$ cat src/sv/nct_pkg.sv
package nct_pkg;

    localparam int CLIENT_DEPTH_DEF = 8;
    localparam int CONN_DEPTH_DEF   = 32;

    localparam int MAC_W     = 48;
    localparam int IP_W      = 32;
    localparam int PORT_W    = 16;
    localparam int PROTO_W   = 8;
    localparam int STATUS_W  = 3;
    localparam int CFG_IDX_W = 2;
    localparam int CFG_W     = 48;

    localparam logic [MAC_W-1:0]   OWN_MAC_RST     = 48'h0;
    localparam logic [IP_W-1:0]    OWN_IP_RST      = 32'h0;
    localparam logic [MAC_W-1:0]   GATEWAY_MAC_RST = 48'hA6171CEEB16F;
    localparam logic [MAC_W-1:0]   REPLY_MAC_RST   = 48'hFFFFFFFFFFFF;

    localparam logic [PROTO_W-1:0] PROTO_TCP = 8'd6;
    localparam logic [PROTO_W-1:0] PROTO_UDP = 8'd17;

    localparam logic OP_OUTBOUND = 1'b0;
    localparam logic OP_INBOUND  = 1'b1;

    typedef enum logic [CFG_IDX_W-1:0] {
        CFG_OWN_MAC       = 2'd0,
        CFG_OWN_IP        = 2'd1,
        CFG_GATEWAY_MAC   = 2'd2,
        CFG_REPLY_SRC_MAC = 2'd3
    } cfg_reg_t;

    typedef enum logic [STATUS_W-1:0] {
        ST_EXISTING    = 3'd0,
        ST_NEW_CONN    = 3'd1,
        ST_NEW_CLIENT  = 3'd2,
        ST_CLIENT_FULL = 3'd3,
        ST_CONN_FULL   = 3'd4,
        ST_NO_CLIENT   = 3'd5,
        ST_NO_CONN     = 3'd6
    } status_t;

    typedef enum logic [1:0] {
        S_IDLE,
        S_CSCAN,
        S_KSCAN
    } state_t;

    typedef struct packed {
        logic               operation;
        logic [PROTO_W-1:0] protocol;
        logic [IP_W-1:0]    src_ip;
        logic [IP_W-1:0]    dst_ip;
        logic [PORT_W-1:0]  sport;
        logic [PORT_W-1:0]  dport;
        logic [MAC_W-1:0]   src_mac;
    } pkt_in_t;

    typedef struct packed {
        logic                forward;
        logic [MAC_W-1:0]    out_dst_mac;
        logic [MAC_W-1:0]    out_src_mac;
        logic [IP_W-1:0]     out_src_ip;
        logic [STATUS_W-1:0] status;
    } pkt_out_t;

    typedef struct packed {
        logic    load;
        logic    scan_clr;
        logic    scan_step;
        logic    scan_conn;
        logic    client_wr;
        logic    conn_wr;
        logic    res_valid;
        logic    res_fwd;
        status_t res_status;
    } dp_cmd_t;

    typedef struct packed {
        logic inbound;
        logic scan_done;
        logic scan_hit;
        logic client_full;
        logic conn_full;
    } dp_stat_t;

endpackage

$ cat src/sv/nct_ram.sv
module nct_ram #(
    parameter int  WIDTH  = 8,
    parameter int  DEPTH  = 16,
    localparam int ADDR_W = (DEPTH > 1) ? $clog2(DEPTH) : 1
) (
    input  logic              clk,
    input  logic              wr_en,
    input  logic [ADDR_W-1:0] wr_addr,
    input  logic [WIDTH-1:0]  wr_data,
    input  logic              rd_en,
    input  logic [ADDR_W-1:0] rd_addr,
    output logic [WIDTH-1:0]  rd_data
);

    logic [WIDTH-1:0] mem [DEPTH];

    always_ff @(posedge clk)
    begin
        if (wr_en)
        begin
            mem[wr_addr] <= wr_data;
        end
        if (rd_en)
        begin
            rd_data <= mem[rd_addr];
        end
    end

endmodule

$ cat src/sv/nct_ctrl.sv
module nct_ctrl (
    input  logic             clk,
    input  logic             rst_n,
    input  logic             start,
    output logic             busy,
    input  nct_pkg::dp_stat_t stat,
    output nct_pkg::dp_cmd_t  cmd
);
    import nct_pkg::*;

    state_t state_reg, state_next;
    logic   added_reg, added_next;

    always_ff @(posedge clk or negedge rst_n)
    begin
        if (!rst_n)
        begin
            state_reg <= S_IDLE;
            added_reg <= 1'b0;
        end
        else
        begin
            state_reg <= state_next;
            added_reg <= added_next;
        end
    end

    always_comb
    begin
        state_next     = state_reg;
        added_next     = added_reg;
        cmd            = '0;
        cmd.res_status = ST_EXISTING;
        unique case (state_reg)
            S_IDLE:
            begin
                if (start)
                begin
                    cmd.load     = 1'b1;
                    cmd.scan_clr = 1'b1;
                    added_next   = 1'b0;
                    state_next   = S_CSCAN;
                end
            end
            S_CSCAN:
            begin
                if (!stat.scan_done)
                begin
                    cmd.scan_step = 1'b1;
                end
                else if (stat.scan_hit)
                begin
                    cmd.scan_clr = 1'b1;
                    state_next   = S_KSCAN;
                end
                else if (stat.inbound)
                begin
                    cmd.res_valid  = 1'b1;
                    cmd.res_status = ST_NO_CLIENT;
                    state_next     = S_IDLE;
                end
                else if (stat.client_full)
                begin
                    cmd.res_valid  = 1'b1;
                    cmd.res_status = ST_CLIENT_FULL;
                    state_next     = S_IDLE;
                end
                else
                begin
                    cmd.client_wr = 1'b1;
                    cmd.scan_clr  = 1'b1;
                    added_next    = 1'b1;
                    state_next    = S_KSCAN;
                end
            end
            S_KSCAN:
            begin
                cmd.scan_conn = 1'b1;
                if (!stat.scan_done)
                begin
                    cmd.scan_step = 1'b1;
                end
                else
                begin
                    cmd.res_valid = 1'b1;
                    state_next    = S_IDLE;
                    if (stat.scan_hit)
                    begin
                        cmd.res_fwd    = 1'b1;
                        cmd.res_status = (!stat.inbound && added_reg) ? ST_NEW_CLIENT
                                                                      : ST_EXISTING;
                    end
                    else if (stat.inbound)
                    begin
                        cmd.res_status = ST_NO_CONN;
                    end
                    else if (stat.conn_full)
                    begin
                        cmd.res_status = ST_CONN_FULL;
                    end
                    else
                    begin
                        cmd.conn_wr    = 1'b1;
                        cmd.res_fwd    = 1'b1;
                        cmd.res_status = added_reg ? ST_NEW_CLIENT : ST_NEW_CONN;
                    end
                end
            end
            default:
            begin
                state_next = S_IDLE;
            end
        endcase
    end

    assign busy = (state_reg != S_IDLE);

endmodule

$ cat src/sv/nct_dpath.sv
module nct_dpath #(
    parameter int CLIENT_DEPTH = nct_pkg::CLIENT_DEPTH_DEF,
    parameter int CONN_DEPTH   = nct_pkg::CONN_DEPTH_DEF
) (
    input  logic                           clk,
    input  logic                           rst_n,
    input  nct_pkg::pkt_in_t               request,
    input  logic                           cfg_valid,
    input  logic [nct_pkg::CFG_IDX_W-1:0]  cfg_index,
    input  logic [nct_pkg::CFG_W-1:0]      cfg_data,
    input  nct_pkg::dp_cmd_t               cmd,
    output nct_pkg::dp_stat_t              stat,
    output logic                           done,
    output nct_pkg::pkt_out_t              result
);
    import nct_pkg::*;

    localparam int CLI_IDX_W  = (CLIENT_DEPTH > 1) ? $clog2(CLIENT_DEPTH) : 1;
    localparam int CLI_CNT_W  = $clog2(CLIENT_DEPTH + 1);
    localparam int CONN_IDX_W = (CONN_DEPTH > 1) ? $clog2(CONN_DEPTH) : 1;
    localparam int CONN_CNT_W = $clog2(CONN_DEPTH + 1);
    localparam int SCAN_W     = (CONN_CNT_W > CLI_CNT_W) ? CONN_CNT_W : CLI_CNT_W;
    localparam int CLI_W      = IP_W + MAC_W;
    localparam int CONN_W     = CLI_IDX_W + PORT_W + IP_W + PORT_W;

    // configuration
    logic [MAC_W-1:0] own_mac_reg, gateway_mac_reg, reply_mac_reg;
    logic [IP_W-1:0]  own_ip_reg;

    always_ff @(posedge clk or negedge rst_n)
    begin
        if (!rst_n)
        begin
            own_mac_reg     <= OWN_MAC_RST;
            own_ip_reg      <= OWN_IP_RST;
            gateway_mac_reg <= GATEWAY_MAC_RST;
            reply_mac_reg   <= REPLY_MAC_RST;
        end
        else if (cfg_valid)
        begin
            unique case (cfg_reg_t'(cfg_index))
                CFG_OWN_MAC:       own_mac_reg     <= cfg_data;
                CFG_OWN_IP:        own_ip_reg      <= cfg_data[IP_W-1:0];
                CFG_GATEWAY_MAC:   gateway_mac_reg <= cfg_data;
                CFG_REPLY_SRC_MAC: reply_mac_reg   <= cfg_data;
                default:           own_mac_reg     <= own_mac_reg;
            endcase
        end
    end

    // latched packet, ports zeroed unless TCP or UDP
    logic              op_reg;
    logic [IP_W-1:0]   sip_reg, dip_reg;
    logic [PORT_W-1:0] sport_reg, dport_reg;
    logic [MAC_W-1:0]  smac_reg;
    logic              use_ports;

    assign use_ports = (request.protocol == PROTO_TCP) || (request.protocol == PROTO_UDP);

    always_ff @(posedge clk)
    begin
        if (cmd.load)
        begin
            op_reg    <= request.operation;
            sip_reg   <= request.src_ip;
            dip_reg   <= request.dst_ip;
            sport_reg <= use_ports ? request.sport : '0;
            dport_reg <= use_ports ? request.dport : '0;
            smac_reg  <= request.src_mac;
        end
    end

    logic              inbound;
    logic [IP_W-1:0]   cli_key;
    logic [IP_W-1:0]   rip_key;
    logic [PORT_W-1:0] rport_key;

    assign inbound   = (op_reg == OP_INBOUND);
    assign cli_key   = inbound ? dip_reg : sip_reg;
    assign rip_key   = inbound ? sip_reg : dip_reg;
    assign rport_key = inbound ? sport_reg : dport_reg;

    // fill counts: slots fill from the bottom and are never freed
    logic [CLI_CNT_W-1:0]  cli_count_reg, cli_count_next;
    logic [CONN_CNT_W-1:0] conn_count_reg, conn_count_next;

    // scan state
    logic [SCAN_W-1:0]    addr_reg, addr_next, pend_idx_reg, pend_idx_next;
    logic                 pend_reg, pend_next, hit_reg, hit_next;
    logic [CLI_IDX_W-1:0] cli_idx_reg, cli_idx_next;
    logic [MAC_W-1:0]     cli_mac_reg, cli_mac_next;

    logic [SCAN_W-1:0] limit;
    logic              issue, cli_match, conn_match, match;
    logic [CLI_W-1:0]  cli_rd;
    logic [CONN_W-1:0] conn_rd, conn_wdata;

    assign limit = cmd.scan_conn ? SCAN_W'(conn_count_reg) : SCAN_W'(cli_count_reg);
    assign issue = cmd.scan_step && !hit_reg && (addr_reg < limit);

    assign cli_match  = (cli_rd[CLI_W-1 -: IP_W] == cli_key);
    assign conn_match = (conn_rd[CONN_W-1 -: CLI_IDX_W] == cli_idx_reg) &&
                        (conn_rd[PORT_W +: IP_W] == rip_key) &&
                        (conn_rd[PORT_W-1:0] == rport_key);
    assign match      = pend_reg && !hit_reg && (cmd.scan_conn ? conn_match : cli_match);

    assign conn_wdata = {cli_idx_reg, sport_reg, dip_reg, dport_reg};

    always_comb
    begin
        addr_next       = addr_reg;
        pend_next       = issue;
        pend_idx_next   = addr_reg;
        hit_next        = hit_reg;
        cli_idx_next    = cli_idx_reg;
        cli_mac_next    = cli_mac_reg;
        cli_count_next  = cli_count_reg;
        conn_count_next = conn_count_reg;
        if (issue)
        begin
            addr_next = addr_reg + SCAN_W'(1);
        end
        if (match)
        begin
            hit_next = 1'b1;
            if (!cmd.scan_conn)
            begin
                cli_idx_next = pend_idx_reg[CLI_IDX_W-1:0];
                cli_mac_next = cli_rd[MAC_W-1:0];
            end
        end
        if (cmd.scan_clr)
        begin
            addr_next = '0;
            pend_next = 1'b0;
            hit_next  = 1'b0;
        end
        if (cmd.client_wr)
        begin
            cli_idx_next   = cli_count_reg[CLI_IDX_W-1:0];
            cli_count_next = cli_count_reg + CLI_CNT_W'(1);
        end
        if (cmd.conn_wr)
        begin
            conn_count_next = conn_count_reg + CONN_CNT_W'(1);
        end
    end

    always_ff @(posedge clk or negedge rst_n)
    begin
        if (!rst_n)
        begin
            addr_reg       <= '0;
            pend_reg       <= 1'b0;
            hit_reg        <= 1'b0;
            cli_count_reg  <= '0;
            conn_count_reg <= '0;
        end
        else
        begin
            addr_reg       <= addr_next;
            pend_reg       <= pend_next;
            hit_reg        <= hit_next;
            cli_count_reg  <= cli_count_next;
            conn_count_reg <= conn_count_next;
        end
    end

    always_ff @(posedge clk)
    begin
        pend_idx_reg <= pend_idx_next;
        cli_idx_reg  <= cli_idx_next;
        cli_mac_reg  <= cli_mac_next;
    end

    nct_ram #(
        .WIDTH (CLI_W),
        .DEPTH (CLIENT_DEPTH)
    ) u_client_ram (
        .clk     (clk),
        .wr_en   (cmd.client_wr),
        .wr_addr (cli_count_reg[CLI_IDX_W-1:0]),
        .wr_data ({sip_reg, smac_reg}),
        .rd_en   (issue && !cmd.scan_conn),
        .rd_addr (addr_reg[CLI_IDX_W-1:0]),
        .rd_data (cli_rd)
    );

    nct_ram #(
        .WIDTH (CONN_W),
        .DEPTH (CONN_DEPTH)
    ) u_conn_ram (
        .clk     (clk),
        .wr_en   (cmd.conn_wr),
        .wr_addr (conn_count_reg[CONN_IDX_W-1:0]),
        .wr_data (conn_wdata),
        .rd_en   (issue && cmd.scan_conn),
        .rd_addr (addr_reg[CONN_IDX_W-1:0]),
        .rd_data (conn_rd)
    );

    assign stat.inbound     = inbound;
    assign stat.scan_done   = hit_reg || (!pend_reg && (addr_reg >= limit));
    assign stat.scan_hit    = hit_reg;
    assign stat.client_full = (cli_count_reg == CLI_CNT_W'(CLIENT_DEPTH));
    assign stat.conn_full   = (conn_count_reg == CONN_CNT_W'(CONN_DEPTH));

    // result word
    logic     done_reg;
    pkt_out_t result_reg, result_next;

    always_comb
    begin
        result_next        = '0;
        result_next.status = cmd.res_status;
        if (cmd.res_fwd)
        begin
            result_next.forward     = 1'b1;
            result_next.out_dst_mac = inbound ? cli_mac_reg : gateway_mac_reg;
            result_next.out_src_mac = inbound ? reply_mac_reg : own_mac_reg;
            result_next.out_src_ip  = own_ip_reg;
        end
    end

    always_ff @(posedge clk or negedge rst_n)
    begin
        if (!rst_n)
        begin
            done_reg <= 1'b0;
        end
        else
        begin
            done_reg <= cmd.res_valid;
        end
    end

    always_ff @(posedge clk)
    begin
        if (cmd.res_valid)
        begin
            result_reg <= result_next;
        end
    end

    assign done   = done_reg;
    assign result = result_reg;

endmodule

$ cat src/sv/nat_connection_tracker.sv
// channel   | direction | signals                                   | word taken when
// ----------+-----------+-------------------------------------------+----------------------
// request   | in        | start, busy, request                      | start && !busy
// result    | out       | done, result                              | done (one cycle)
// config    | in        | cfg_valid, cfg_ready, cfg_index, cfg_data | cfg_valid && cfg_ready
//
// One packet at a time: the client table is searched first, then the connection table.
// done rises once the last search has ended; the result word is registered.
// Each table is searched one entry a cycle through the registered read port of its RAM:
// a hit ends a search early; a drop for lack of a client ends the packet after the first.
// busy falls as done rises, so the next word can be taken while the result is shown.
// Reset clears the fill counts, not the tables, so no clearing pass runs; the receiver cannot stall.
module nat_connection_tracker #(
    parameter int CLIENT_DEPTH = nct_pkg::CLIENT_DEPTH_DEF,
    parameter int CONN_DEPTH   = nct_pkg::CONN_DEPTH_DEF
) (
    input  logic                          clk,
    input  logic                          rst_n,
    input  logic                          start,
    output logic                          busy,
    input  nct_pkg::pkt_in_t              request,
    output logic                          done,
    output nct_pkg::pkt_out_t             result,
    input  logic                          cfg_valid,
    output logic                          cfg_ready,
    input  logic [nct_pkg::CFG_IDX_W-1:0] cfg_index,
    input  logic [nct_pkg::CFG_W-1:0]     cfg_data
);
    import nct_pkg::*;

    dp_cmd_t  cmd;
    dp_stat_t stat;

    assign cfg_ready = 1'b1;

    nct_ctrl u_ctrl (
        .clk   (clk),
        .rst_n (rst_n),
        .start (start),
        .busy  (busy),
        .stat  (stat),
        .cmd   (cmd)
    );

    nct_dpath #(
        .CLIENT_DEPTH (CLIENT_DEPTH),
        .CONN_DEPTH   (CONN_DEPTH)
    ) u_dpath (
        .clk       (clk),
        .rst_n     (rst_n),
        .request   (request),
        .cfg_valid (cfg_valid && cfg_ready),
        .cfg_index (cfg_index),
        .cfg_data  (cfg_data),
        .cmd       (cmd),
        .stat      (stat),
        .done      (done),
        .result    (result)
    );

endmodule

$ cat config.mk
export PLATFORM = sky130hd
export DESIGN_NAME = nat_connection_tracker
export DESIGN_NICKNAME = d
export VERILOG_FILES = /design/src/sv/nct_pkg.sv /design/src/sv/nct_ram.sv /design/src/sv/nct_ctrl.sv /design/src/sv/nct_dpath.sv /design/src/sv/nat_connection_tracker.sv
export SDC_FILE = /design/constraint.sdc
export NUM_CORES = 2
export LEC_CHECK = 0
export BUFFER_PORTS_ARGS = -buffer_cell sky130_fd_sc_hd__buf_4
export CAP_MARGIN = 20
export CORE_MARGIN = 3
export CORE_UTILIZATION = 30
export DETAILED_ROUTE_END_ITERATION = 6
export GPL_ROUTABILITY_DRIVEN = 1
export PLACE_DENSITY_LB_ADDON = 0.08
export SKIP_CTS_REPAIR_TIMING = 1
export SLEW_MARGIN = 30
export SYNTH_ARGS = -nofsm -noshare
export SYNTH_HDL_FRONTEND = slang
export SYNTH_SLANG_ARGS = --single-unit
$ cat constraint.sdc
create_clock -name clk -period 24.2 [get_ports clk]
set_input_delay 2.42 -clock clk [delete_from_list [all_inputs] [get_ports clk]]
set_output_delay 2.42 -clock clk [all_outputs]
set_load 0.005 [all_outputs]
==> impl_metrics.ini <==
[run_status]
outcome = complete, no violations

[drt]
detail_route.drc_violations = 0
detail_route.vias_per_cell = 4.80
drt_wl_total_um = 323000
number_of_iterations_in_the_first_detailed_routing_pass = 5
number_of_nets_still_failing_antenna_checks_after_routing = 0
wl_per_cell_um = 29.7
detail_route.iter0.violations = 4310
num_vias = 52100

[setup_path]
critPathBufInv = 2
crit-reg2reg-capture = u_dpath.u_conn_ram.mem[13][41]$_DFFE_PP_
critPathArrivalTime_ns = 6.28
critical_path.most_common_cell = sky130_fd_sc_hd__ha_1
timing.reg2reg.worst_path_depth = 11
critPathMaxStageDelay_ns = 0.89
end_kind = flip-flop
worst-path-max-fanout = 35
worst_path_dominant_cell_family = simple AND/OR/NAND/NOR gates
critical_path.cell_chain = inv_1, ha_1, mux2i_1, ha_1, a21o_1, a21oi_1, o221a_1, nor4_4, nand2_1, nor2_4, buf_4
reg2reg_from = u_ctrl.state_reg[0]$_DFFE_PN0P_
critical_path.startpoint_type = flip-flop
setup.worst_path.class = reg2reg
worst_ep_required_time_ns = 24.71
rrSetupSlack_ns = 18.42
critPathSlowestCell = sky130_fd_sc_hd__nor2_4

[timing]
hold-worst-slack_ns = 0.414
achievable-frequency_mhz = 173
timing.setup.tns_ns = 0
report.final.setup_viol = 0
finalCritPeriodShare = 0.239
timing.final.hold_violations = 0
timing.final.max_slew_violations = 0
worstMarginPinSlew_ns = 0.998
grt_setup_unrepaired = false
worst_slew_margin_rel = 0.335
min_period_ns = 5.78
finClkSkew_ns = 0.0340

[clocking]
tritoncts_clock_tree = built
cts_made_buffers = 343
cts_root_buffer = sky130_fd_sc_hd__clkbuf_16
clock_latency_ns = 0.91
cts_max_level = 5
cts_num_sinks = 2932
ctsLongestPathBuffers = 4
path_clk_slew_ns = 0.07

[logic_synthesis]
count_of_flip_flops_with_a_built_in_enable_after_synthesis = 2731
synth_flop_cell = sky130_fd_sc_hd__edfxtp_1
netlist.top_cell.by_area = sky130_fd_sc_hd__edfxtp_1
synth_area_sq_mm = 0.112
synth_sequential_area_ratio = 0.780
post-synth-top-area-fraction = 0.735
syn_avg_cell_area_sq_um = 22.3
synth-async-reset-ratio = 0.0675
ys_ff_latch = 2932
synth.area.top_cells = sky130_fd_sc_hd__edfxtp_1 73%, sky130_fd_sc_hd__mux4_2 12%, sky130_fd_sc_hd__dfrtp_1 2.8%
number_of_instances_in_the_synthesized_netlist = 5016
ys_types = 59
yosysWarningCount = 0
synth.net_count = 5240

[pwr]
power_density_mw_per_mm2 = 104
total_leakage_power_nw = 41.9
ir_drop_mv = 0.0537

[global_routing]
grt_overflow_total = 0
antenna_found_initial = 28
grt_use_total = 0.167
grt_first_pass_wirelength_um = 452000
vias_in_the_first_global_route = 55500
largest_net_degree_at_the_start_of_global_routing = 117

[place]
place_congestion = 0.736
place.detailed.hpwl_um = 182000
portBuffers = 340

[die]
die_ar_sq_mm = 0.379
rows = 223
core_area_sq_mm = 0.370
dieWidth_um = 616
initial_core_utilization = 0.302
ioPinCount = 342
dieHeight_um = 616

[hold_path]
min_delay_src = u_dpath.u_client_ram.rd_data[45]$_DFFE_PP_
hold_end = u_dpath.cli_mac_reg[45]$_DFFE_PP_
holdCritPathClass = reg2reg
hold_path_depth = 0

[run]
cap_viol_max_count = 0

[layout]
layout-drive-gt1-share = 0.338
area.growth.synth_to_final_pct = 18.1
net_count_reported_at_finish = 5855
largest_register_ffs = 1632
-- worst register-to-register path, delay by kind of cell (launching register included) --
kind            cells  cell delay (ns)
compound gates      3             0.59
simple gates        3             2.08
fa+ha+maj           2             1.06
buf+inv             2             0.98
flops               1             0.40
mux                 1             0.18
-- through the flow --
step	setup WS [ns]	area [sq um]	std cells	utilization	power, mW
after detailed placement	18.38	121000	10200	0.328	8.93
final	18.42	132000	10900	0.357	13.7
after global placement	18.31	121000	10200	0.327	8.91
after CTS	18.33	132000	10900	0.356	13.9
after global routing	18.03	132000	10900	0.357	14.3
after floorplan	13.28	112000	5016	-	7.94
-- layer usage --
| metal | GRT usage | share of wire | vias up |
|---|---|---|---|
| li1 | - | - | 22000 |
| met1 | 0.230 | 0.44 | 28500 |
| met2 | 0.281 | 0.49 | 1207 |
| met3 | 0.0239 | 0.042 | 428 |
| met4 | 0.0380 | 0.021 | 14 |
| met5 | 0 | 0.00028 | - |
-- cells by family after synthesis --
kind of cell | count (synthesis) | share of synthesized area
buf+inv | 266 | 0.0111
compound gates | 147 | 0.00908
xor+xnor | 96 | 0.00753
simple gates | 424 | 0.0179
fa+ha+maj | 17 | 0.00191
mux | 1133 | 0.172
flops | 2932 | 0.780
other cells | 1 | 0.0000336
-- cell usage after synthesis, types with 15 or more instances --
| cell | count |
|---|---|
| sky130_fd_sc_hd__edfxtp_1 | 2731 |
| sky130_fd_sc_hd__ha_1 | 17 |
| sky130_fd_sc_hd__dfrtp_1 | 123 |
| sky130_fd_sc_hd__o221ai_1 | 54 |
| sky130_fd_sc_hd__nand4_1 | 17 |
| sky130_fd_sc_hd__o21ai_1 | 48 |
| sky130_fd_sc_hd__nand2_1 | 109 |
| sky130_fd_sc_hd__and2_1 | 64 |
| sky130_fd_sc_hd__buf_1 | 26 |
| sky130_fd_sc_hd__nor4_1 | 15 |
| sky130_fd_sc_hd__mux2i_1 | 261 |
| sky130_fd_sc_hd__mux2_2 | 269 |
| sky130_fd_sc_hd__mux4_2 | 601 |
| sky130_fd_sc_hd__xnor2_1 | 43 |
| sky130_fd_sc_hd__clkbuf_1 | 110 |
| sky130_fd_sc_hd__xor2_1 | 53 |
| sky130_fd_sc_hd__inv_1 | 17 |
| sky130_fd_sc_hd__buf_2 | 77 |
| sky130_fd_sc_hd__dfstp_2 | 75 |
| sky130_fd_sc_hd__nor2_1 | 165 |
| sky130_fd_sc_hd__buf_4 | 30 |
-- final cells by class --
class	instances	area [sq um]
fillers	34100	238000
flip-flops and latches	2932	87100
multi-input cells	1818	23600
well taps	4950	6190
clock buffers	433	9160
diodes	9	22.5
inverters	19	86.3
repair buffers	517	4220
clock inverters	188	1430
-- report_power, final --
part	switching, mW	leakage, nW	internal [mW]
registers	0.231	26.9	6.16
logic	1.35	9.78	0.993
clock network	2.07	5.19	2.86
-- how the worst max path moves through the flow --
stage                                          from                                        to  slack [ns]  cells past startpoint
CTS                 u_ctrl.state_reg[0]$_DFFE_PN0P_  u_dpath.u_conn_ram.mem[13][36]$_DFFE_PP_       18.33                     11
global route        u_ctrl.state_reg[0]$_DFFE_PN0P_  u_dpath.u_conn_ram.mem[13][36]$_DFFE_PP_       18.03                     11
finish              u_ctrl.state_reg[0]$_DFFE_PN0P_  u_dpath.u_conn_ram.mem[13][41]$_DFFE_PP_       18.42                     11
detailed placement  u_dpath.addr_reg[0]$_DFFE_PN0P_  u_dpath.u_conn_ram.rd_data[41]$_DFFE_PP_       18.38                      7
global placement    u_ctrl.state_reg[0]$_DFFE_PN0P_   u_dpath.u_conn_ram.mem[2][35]$_DFFE_PP_       18.31                     11
floorplan           u_dpath.addr_reg[0]$_DFFE_PN0P_  u_dpath.u_client_ram.mem[0][0]$_DFFE_PP_       13.28                     14
-- cell usage in the layout (no fill, tap or decap), types with 14 or more instances in the layout --
cell type                   netlist  layout
sky130_fd_sc_hd__nand2_1        109     108
sky130_fd_sc_hd__nor2_4           0      33
sky130_fd_sc_hd__mux2i_1        261     261
sky130_fd_sc_hd__buf_4           30     487
sky130_fd_sc_hd__clkinv_2         0      61
sky130_fd_sc_hd__clkbuf_16        0     352
sky130_fd_sc_hd__mux4_2         601     601
sky130_fd_sc_hd__bufinv_16        0      17
sky130_fd_sc_hd__and2_1          64      64
sky130_fd_sc_hd__edfxtp_1      2731    2731
sky130_fd_sc_hd__mux2_2         269     269
sky130_fd_sc_hd__clkbuf_1       110      76
sky130_fd_sc_hd__dfrtp_1        123     118
sky130_fd_sc_hd__inv_1           17      14
sky130_fd_sc_hd__ha_1            17      17
sky130_fd_sc_hd__nand4_1         17      17
sky130_fd_sc_hd__nor2_1         165     132
sky130_fd_sc_hd__o221ai_1        54      54
sky130_fd_sc_hd__o21ai_1         48      48
sky130_fd_sc_hd__clkinv_1         0      82
sky130_fd_sc_hd__xor2_1          53      50
sky130_fd_sc_hd__dfstp_2         75      75
sky130_fd_sc_hd__xnor2_1         43      43
No activity file was read; power rests on OpenSTA's default activity.
